[src/design/bbc_pkg.sv]
// bbc_pkg: shared constants, codes and types for the bracket balance checker
// no dependencies; used by bbc_stack_mem, bbc_ctrl and bracket_balance_checker

package bbc_pkg;

    // stack geometry
    localparam int STACK_DEPTH   = 32;
    localparam int BRACKET_TYPES = 4;
    localparam int PTR_W         = $clog2(STACK_DEPTH);
    localparam int CNT_W         = $clog2(STACK_DEPTH + 1);

    // field widths
    localparam int KIND_W   = 2;
    localparam int TYPE_W   = 2;
    localparam int LINE_W   = 16;
    localparam int COL_W    = 12;
    localparam int STATUS_W = 3;
    localparam int COUNT_W  = 6;

    // input tuser layout, lowest field first
    localparam int KIND_LSB     = 0;
    localparam int TYPE_LSB     = KIND_LSB + KIND_W;
    localparam int IN_TUSER_W   = TYPE_LSB + TYPE_W;

    // input tdata layout, lowest field first
    localparam int LINE_LSB     = 0;
    localparam int COL_LSB      = LINE_LSB + LINE_W;
    localparam int IN_FIELDS_W  = COL_LSB + COL_W;
    localparam int IN_TDATA_W   = ((IN_FIELDS_W + 7) / 8) * 8;

    // output tdata layout, lowest field first; status travels alone in tuser
    localparam int OUT_LINE_LSB   = 0;
    localparam int OUT_COL_LSB    = OUT_LINE_LSB + LINE_W;
    localparam int OUT_COUNT_LSB  = OUT_COL_LSB + COL_W;
    localparam int OUT_FAILED_LSB = OUT_COUNT_LSB + COUNT_W;
    localparam int OUT_FIELDS_W   = OUT_FAILED_LSB + 1;
    localparam int OUT_TDATA_W    = ((OUT_FIELDS_W + 7) / 8) * 8;
    localparam int OUT_TUSER_W    = STATUS_W;

    // token kinds
    localparam logic [KIND_W-1:0] KIND_OTHER = 2'd0;
    localparam logic [KIND_W-1:0] KIND_OPEN  = 2'd1;
    localparam logic [KIND_W-1:0] KIND_CLOSE = 2'd2;

    typedef enum logic [STATUS_W-1:0] {
        ST_OK        = 3'd0,
        ST_NO_OPENER = 3'd1,
        ST_MISMATCH  = 3'd2,
        ST_UNCLOSED  = 3'd3,
        ST_OVERFLOW  = 3'd4,
        ST_IGNORED   = 3'd5
    } status_t;

    typedef enum logic [1:0] {
        CS_IDLE,
        CS_EXEC,
        CS_REPORT
    } ctrl_state_t;

    typedef struct packed {
        logic [TYPE_W-1:0] btype;
        logic [LINE_W-1:0] line;
        logic [COL_W-1:0]  col;
    } stack_entry_t;

    typedef struct packed {
        logic               wr_en;
        logic [PTR_W-1:0]   wr_addr;
        stack_entry_t       wr_data;
        logic               rd_en;
        logic [PTR_W-1:0]   rd_addr;
    } mem_req_t;

    typedef struct packed {
        logic [KIND_W-1:0] kind;
        logic [TYPE_W-1:0] btype;
        logic [LINE_W-1:0] line;
        logic [COL_W-1:0]  col;
        logic              last;
    } token_t;

    typedef struct packed {
        status_t            status;
        logic [LINE_W-1:0]  partner_line;
        logic [COL_W-1:0]   partner_column;
        logic [COUNT_W-1:0] open_count;
        logic               list_failed;
        logic               last;
    } result_t;

    function automatic logic type_known(logic [TYPE_W-1:0] t);
        return int'(t) < BRACKET_TYPES;
    endfunction

endpackage

[src/design/bbc_ctrl.sv]
// bbc_ctrl: token sequencer, stack pointer, error latch and unclosed report walk
// depends on bbc_pkg; drives the requests of bbc_stack_mem

module bbc_ctrl
(
    input  logic                  clk,
    input  logic                  rst_n,
    input  logic                  tok_valid,
    output logic                  tok_ready,
    input  bbc_pkg::token_t       tok,
    input  logic                  out_free,
    output logic                  res_valid,
    output bbc_pkg::result_t      res,
    output bbc_pkg::mem_req_t     mem_req,
    input  bbc_pkg::stack_entry_t rd_data
);

    bbc_pkg::ctrl_state_t          state_reg, state_next;
    logic [bbc_pkg::CNT_W-1:0]     top_reg, top_next;
    logic                          err_reg, err_next;
    logic [bbc_pkg::PTR_W-1:0]     idx_reg, idx_next;
    bbc_pkg::token_t               tok_reg;
    logic [bbc_pkg::KIND_W-1:0]    kind_eff;

    always_ff @(posedge clk or negedge rst_n)
    begin
        if (!rst_n)
        begin
            state_reg <= bbc_pkg::CS_IDLE;
            top_reg   <= '0;
            err_reg   <= 1'b0;
            idx_reg   <= '0;
        end
        else
        begin
            state_reg <= state_next;
            top_reg   <= top_next;
            err_reg   <= err_next;
            idx_reg   <= idx_next;
        end
    end

    always_ff @(posedge clk)
    begin
        if (tok_valid && tok_ready)
        begin
            tok_reg <= tok;
        end
    end

    // unknown bracket types count as plain tokens
    assign kind_eff = bbc_pkg::type_known(tok_reg.btype) ? tok_reg.kind : bbc_pkg::KIND_OTHER;

    always_comb
    begin
        bbc_pkg::status_t                 status_v;
        logic [bbc_pkg::LINE_W-1:0]       pline_v;
        logic [bbc_pkg::COL_W-1:0]        pcol_v;
        logic [bbc_pkg::CNT_W-1:0]        top_v;
        logic                             err_v;

        status_v   = bbc_pkg::ST_OK;
        pline_v    = '0;
        pcol_v     = '0;
        top_v      = top_reg;
        err_v      = err_reg;
        state_next = state_reg;
        top_next   = top_reg;
        err_next   = err_reg;
        idx_next   = idx_reg;
        tok_ready  = 1'b0;
        res_valid  = 1'b0;
        res        = '0;
        mem_req    = '0;

        unique case (state_reg)
            bbc_pkg::CS_IDLE:
            begin
                tok_ready = 1'b1;
                if (tok_valid)
                begin
                    // fetch the top entry for a possible closer
                    mem_req.rd_en   = 1'b1;
                    mem_req.rd_addr = bbc_pkg::PTR_W'(top_reg - bbc_pkg::CNT_W'(1));
                    state_next      = bbc_pkg::CS_EXEC;
                end
            end

            bbc_pkg::CS_EXEC:
            begin
                if (out_free)
                begin
                    if (err_reg)
                    begin
                        status_v = bbc_pkg::ST_IGNORED;
                    end
                    else if (kind_eff == bbc_pkg::KIND_OPEN)
                    begin
                        if (top_reg == bbc_pkg::CNT_W'(bbc_pkg::STACK_DEPTH))
                        begin
                            status_v = bbc_pkg::ST_OVERFLOW;
                        end
                        else
                        begin
                            mem_req.wr_en         = 1'b1;
                            mem_req.wr_addr       = bbc_pkg::PTR_W'(top_reg);
                            mem_req.wr_data.btype = tok_reg.btype;
                            mem_req.wr_data.line  = tok_reg.line;
                            mem_req.wr_data.col   = tok_reg.col;
                            top_v                 = top_reg + bbc_pkg::CNT_W'(1);
                        end
                    end
                    else if (kind_eff == bbc_pkg::KIND_CLOSE)
                    begin
                        if (top_reg == '0)
                        begin
                            status_v = bbc_pkg::ST_NO_OPENER;
                            err_v    = 1'b1;
                        end
                        else if (rd_data.btype != tok_reg.btype)
                        begin
                            status_v = bbc_pkg::ST_MISMATCH;
                            pline_v  = rd_data.line;
                            pcol_v   = rd_data.col;
                            err_v    = 1'b1;
                        end
                        else
                        begin
                            top_v = top_reg - bbc_pkg::CNT_W'(1);
                        end
                    end

                    res_valid          = 1'b1;
                    res.status         = status_v;
                    res.partner_line   = pline_v;
                    res.partner_column = pcol_v;
                    res.open_count     = bbc_pkg::COUNT_W'(top_v);
                    res.list_failed    = err_v;

                    if (!tok_reg.last)
                    begin
                        res.last   = 1'b0;
                        top_next   = top_v;
                        err_next   = err_v;
                        state_next = bbc_pkg::CS_IDLE;
                    end
                    else if (err_v || (top_v == '0))
                    begin
                        res.last   = 1'b1;
                        top_next   = '0;
                        err_next   = 1'b0;
                        state_next = bbc_pkg::CS_IDLE;
                    end
                    else
                    begin
                        // walk the stack from the bottom
                        res.last        = 1'b0;
                        top_next        = top_v;
                        err_next        = 1'b0;
                        idx_next        = '0;
                        mem_req.rd_en   = 1'b1;
                        mem_req.rd_addr = '0;
                        state_next      = bbc_pkg::CS_REPORT;
                    end
                end
            end

            bbc_pkg::CS_REPORT:
            begin
                if (out_free)
                begin
                    res_valid          = 1'b1;
                    res.status         = bbc_pkg::ST_UNCLOSED;
                    res.partner_line   = rd_data.line;
                    res.partner_column = rd_data.col;
                    res.open_count     = bbc_pkg::COUNT_W'(top_reg);
                    res.list_failed    = 1'b0;
                    if ((bbc_pkg::CNT_W'(idx_reg) + bbc_pkg::CNT_W'(1)) == top_reg)
                    begin
                        res.last   = 1'b1;
                        top_next   = '0;
                        state_next = bbc_pkg::CS_IDLE;
                    end
                    else
                    begin
                        res.last        = 1'b0;
                        idx_next        = idx_reg + bbc_pkg::PTR_W'(1);
                        mem_req.rd_en   = 1'b1;
                        mem_req.rd_addr = idx_reg + bbc_pkg::PTR_W'(1);
                    end
                end
            end

            default:
            begin
                state_next = bbc_pkg::CS_IDLE;
            end
        endcase
    end

endmodule

[config.mk]
export PLATFORM = sky130hd
export DESIGN_NAME = bbc_ctrl
export DESIGN_NICKNAME = d
export VERILOG_FILES = /design/src/design/bbc_pkg.sv /design/src/design/bbc_ctrl.sv
export SDC_FILE = /design/constraint.sdc
export NUM_CORES = 1
export LEC_CHECK = 0
export ABC_AREA = 1
export BUFFER_PORTS_ARGS = -buffer_cell sky130_fd_sc_hd__buf_2
export CORE_UTILIZATION = 45
export DETAILED_ROUTE_END_ITERATION = 6
export PLACE_DENSITY = 0.78
export SLEW_MARGIN = 20
export SYNTH_ARGS = -nofsm -noshare
export SYNTH_HDL_FRONTEND = slang
export SYNTH_SLANG_ARGS = --single-unit
export TNS_END_PERCENT = 20
[constraint.sdc]
create_clock -name clk -period 3.3 [get_ports clk]
set_input_delay 0.165 -clock clk [delete_from_list [all_inputs] [get_ports clk]]
set_output_delay 0.165 -clock clk [all_outputs]
set_load 0.005 [all_outputs]
After elaboration in Yosys (flattened, before gate mapping)
Index checks and enable logic that the tools add are counted.
{"block": "word_totals", "regBits": 47, "inputBits": 67, "output_inout_bits": 83, "wordCells": 109}
{"block": "classes", "add_sub_neg": 4, "eq_ne": 14, "muxes": 71, "n_reduce_logical": 11}
{"cell": "36-bit 2-to-1 mux", "n": 4}
{"cell": "6-bit 2-to-1 mux", "n": 18}
{"cell": "16-bit 2-to-1 mux", "n": 5}
{"cell": "39-bit case mux with 2 select lines", "n": 1}
{"cell": "12-bit 2-to-1 mux", "n": 5}
{"cell": "42-bit 2-to-1 mux", "n": 1}
{"cell": "39-bit 2-to-1 mux", "n": 1}
{"cell": "38-bit 2-to-1 mux", "n": 1}
{"cell": "5-bit 2-to-1 mux", "n": 5}
{"cell": "2-bit 2-to-1 mux", "n": 9}
{"cell": "6-bit case mux with 3 select lines", "n": 1}
{"cell": "1-bit 2-to-1 mux", "n": 14}
{"cell": "2-bit inequality test, second input constant", "n": 7}
{"cell": "6-bit zero test", "n": 2}
{"cell": "6-bit case mux with 2 select lines", "n": 1}
{"cell": "5-bit case mux with 2 select lines", "n": 1}
{"cell": "3-bit 2-to-1 mux", "n": 3}
{"cell": "4-bit AND reduction", "n": 2}
{"cell": "5-bit by 1-bit adder with 6-bit output, second input constant", "n": 1}
{"cell": "6-bit by 1-bit adder with 6-bit output, second input constant", "n": 1}
{"cell": "6-bit == test", "n": 1}
{"cell": "6-bit == test, second input constant", "n": 1}
{"cell": "2-bit case mux with 3 select lines", "n": 1}
{"cell": "6-bit AND reduction", "n": 1}
{"cell": "11 further kinds", "n": 13}

Longest topological paths before layout
{"block": "depth", "depth_word": 14, "ltp_mapped": 18, "mapped_depth_nobuf": 18}

Worst setup path before layout
Ideal clock, no wire load.
{"block": "synth_path", "path_kind": "reg-to-output", "start": "reg top_reg[0] (netlist name)", "end": "out res[0] (netlist name)", "t_arrival_ps": 2129, "required_ps": 3135, "path_slack_ps": 1006, "stages_incl_launch_ff": 15, "n_path_buf": 0, "cell_sequence": "dfrtp_1 inv_1 ha_1 nand4_1 ha_1 nand2_1 o21ai_0 nand3b_1 nand2_1 nand2_1 nor2_1 nand2_2 nand2_2 nand3_1 o21ai_0"}
{"element": "start, declared", "line": "bbc_ctrl.sv:19", "text": "logic [bbc_pkg::CNT_W-1:0] top_reg, top_next;"}
{"element": "start signal, assigned", "line": "bbc_ctrl.sv:37", "text": "top_reg <= top_next;"}
{"element": "end, declared", "line": "bbc_ctrl.sv:13", "text": "output bbc_pkg::result_t res,"}

==> results.md <==
* F_max at 330 MHz
* Worst r2r dst: top_reg[2]$_DFFE_PN0P_
* Worst setup path endpoint: res[0]
* GRT Util Overall at 23.5%
* Post-synth EDFFs at 33
* Final Power at around 2.8 mW
* Netlist Area Pre-Place at between 0.003 and 0.004 sq mm
* First-pass GRT wire length at roughly 14 mm
* Crit path required time at 3.13 ns
* PD cells at 669 mW/mm^2
* Worst setup path category: flip-flop to output port
* Starting density of the core at between 40 and 50%
* Drt first-iter violations at between 150 and 200
* Worst R2R Path Depth at 15
* Overflow after GRT at 0
* Core area at between 0.006 and 0.007 sq mm
* Clock Path Buffers at 2
* Status: finished, final reports clean
* CTS tree: done
* Crit. Startpoint: top_reg[0]$_DFFE_PN0P_
* Sequential share of the synthesized area at 41.9%
* Clock latency on the worst-skew pair at approximately 0.31 ns
* Via density at between 4 and 5
* Hold Vio Cnt, Final at 0
* Post-CTS Setup Inserts at 0
* DP Worst Slack at between 0.6 and 0.7 ns
* Die extent in x at ~86 microns
* MaxCap Viol Count at 0
* Placed cell count at approximately 700
* Final slew viol count at 0
* Clock skew at roughly 0.01 ns
* Gpl congestion at 0.953
* Share of cells above drive strength 1 at between 20% and 30%
* Max-slew headroom at between 40 and 50%
* WL/cell at 12.7 microns
* # port buffers at 149
* Final Cell Area at between 0.004 and 0.005 sq mm
* CTS resizes at 0
* CP startpoint kind: flip-flop
* Fin crit period at roughly 3.0 ns
* Critical-path cell list: inv_1, ha_1, nand4_1, ha_1, nand2_1, o21ai_0, nand3b_1, nand2_1, nand2_1, nor2_1, nand2_2, nand2_2, nand3_1, o21ai_0, buf_2
* Avg Inst Size Synth at ~7.1 sq um
* Slowest stage cell, crit path: dfrtp_1
* FF-to-FF Start: top_reg[0]$_DFFE_PN0P_
* Final core utilization at between 60% and 70%
* I/O pins at 150
* # DRC at 0
* Cell with the most instances on the worst path: nand2_1
* Clk slew on worst S/H paths at around 0.1 ns
* CTS buffer count at 5
* Yosys warnings at 0
* Area delta synth->final at 29.2%
* Critical Path Stages at 15
* Die Area at 0.00745 sq mm
* H-tree depth at 2
* Drt pass-1 iters at 7
* Hold slack at between 0.02 and 0.03 ns
* Final setup violation count at 0
* Actual slew at the worst max-slew pin at ~0.83 ns
* Post-Place Cell Area at a little over 0.004 sq mm
* Largest net degree at the start of global routing at 31
* RSZ-0062 raised after global routing: false
* Syn Nets at 526
* CP top delay family: simple AND/OR/NAND/NOR gates
* R2R Setup Slk at 0.71 ns
* Peak supply drop at 0.000513 V
* Hpwl dp at 6.90 mm
* Crit end category: output port
* Setup_tns at 0 ns
* Final #Nets at 675
* Worst endpoint data arrival time at roughly 2.9 ns
* Seq cells post-synth at 47
* Root buf cell: clkbuf_8
* Hold crit path type: primary input to flip-flop
* WP buf/inv at 2
* Vias in the first global route at 3149
* Die Ht at 86.3 microns
* Clock sinks at 47
* Tcrit/Tclk final at between 90% and 100%
* Largest register FFs at 31
* Via count at around 3400
* CP max FO at 7
* Synth cell types at 33
* Rows at 30
* Post-route ant nets at 0
* Predominant post-synthesis flop cell: edfxtp_1
* Synth async-reset ratio at 29.8%
* Mapped Cells at 450
* Fin cells at 696
* Leak at about 2.4 nW
* Min setup slack post-route at about 0.27 ns
* CP peak stage delay at about 0.50 ns
* Ant. Diodes at 0
* Initial antenna violation count at 0
* DRT Wirelength at between 8 and 9 mm
-- worst reg2reg max path, stage by stage, from the launching register on --
cell and delay (ns):
dfrtp_1 0.50, inv_1 0.23, ha_1 0.25, nand4_1 0.20
ha_1 0.33, nand2_1 0.06, o21ai_0 0.06, nand3b_1 0.16
nand2_1 0.11, nand2_1 0.07, nor2_1 0.11, nand2_2 0.11
nand2_2 0.10, nand2_2 0.08, nand3_1 0.09, nand2_1 0.06
-- placed cells by master, fill, tap and decap left out, types with 3 or more instances in the layout --
master and count:
buf_2 149, inv_1 106, nand2_1 90, nor2_1 89, edfxtp_1 33, nand3_1 29
dfrtp_1 14, o21ai_0 11, a21oi_1 10, ha_1 9, xor2_1 7, nand2_2 6
o22ai_1 6, nor3_1 5, clkbuf_8 5, nand4_1 4, nor2_4 3
-- report_power, final --
group          switching (mW)  internal, mW  leakage (nW)  total (mW)
Sequential              0.158         0.804         0.499       0.962
Clock                   0.222         0.155        0.0452       0.377
Combinational           0.938         0.491          1.90        1.43
Total                    1.32          1.45          2.45        2.77
-- synthesized netlist by cell type (3+ instances only) --
master | instances | share of area [%]
xor2_1 | 7 | 1.9
nand4_1 | 4 | 0.78
nand2_2 | 6 | 1.2
dfrtp_1 | 14 | 11
a21oi_1 | 10 | 1.6
clkbuf_1 | 5 | 0.59
nor2_1 | 89 | 10
ha_1 | 9 | 3.5
nor3_1 | 5 | 0.78
nor2_4 | 3 | 1.1
o21ai_0 | 11 | 1.7
nand2_1 | 90 | 11
o22ai_1 | 6 | 1.2
edfxtp_1 | 33 | 31
inv_1 | 106 | 12
nand3_1 | 29 | 4.5
-- worst min path at each step --
stage | from | depth (start not counted) | slack (ns) | end
3_5_place_dp | rst_n | 1 | 0.09 | idx_reg[3]$_DFFE_PN0P_
5_1_grt | tok[15] | 1 | 0.008 | tok_reg[15]$_DFFE_PP_
6_report | tok[15] | 1 | 0.03 | tok_reg[15]$_DFFE_PP_
4_1_cts | tok[15] | 1 | 0.01 | tok_reg[15]$_DFFE_PP_
3_3_place_gp | rst_n | 1 | 0.09 | top_reg[5]$_DFFE_PN0P_
2_1_floorplan | rst_n | 0 | -0.13 | err_reg$_DFFE_PN0P_
-- cell families after synthesis --
kind of cell             synth area share, %
AND/OR/NAND/NOR                         32.1
buffers and inverters                   14.2
XOR/XNOR                                2.46
AO/OA/AOI/OAI                           5.83
flip-flops                              41.9
adder cells (fa/ha/maj)                 3.52
-- layer usage --
metal | vias to the layer above | track usage (%) | wire length, microns
met5 | - | 0 | 0
met1 | 1502 | 26.1 | 3460
met2 | 161 | 43.8 | 4410
li1 | 1662 | - | -
met4 | 0 | 10.9 | 267
met3 | 25 | 3.62 | 704
-- timing repair --
action,4_1_cts,5_1_grt
endpoints found under the setup margin,0,0
hold buffers,1,0
endpoints found under the hold margin,14,0
-- cell type report --
class                   count  area (sq um)
fillers                   639          2700
multi-input cells         286          1410
flip-flops and latches     47          1340
repair buffers            152           771
inverters                 107           402
well taps                  96           120
clock buffers               5          68.8
clock inverters             3          25.0
No activity file was read; power rests on OpenSTA's default activity.
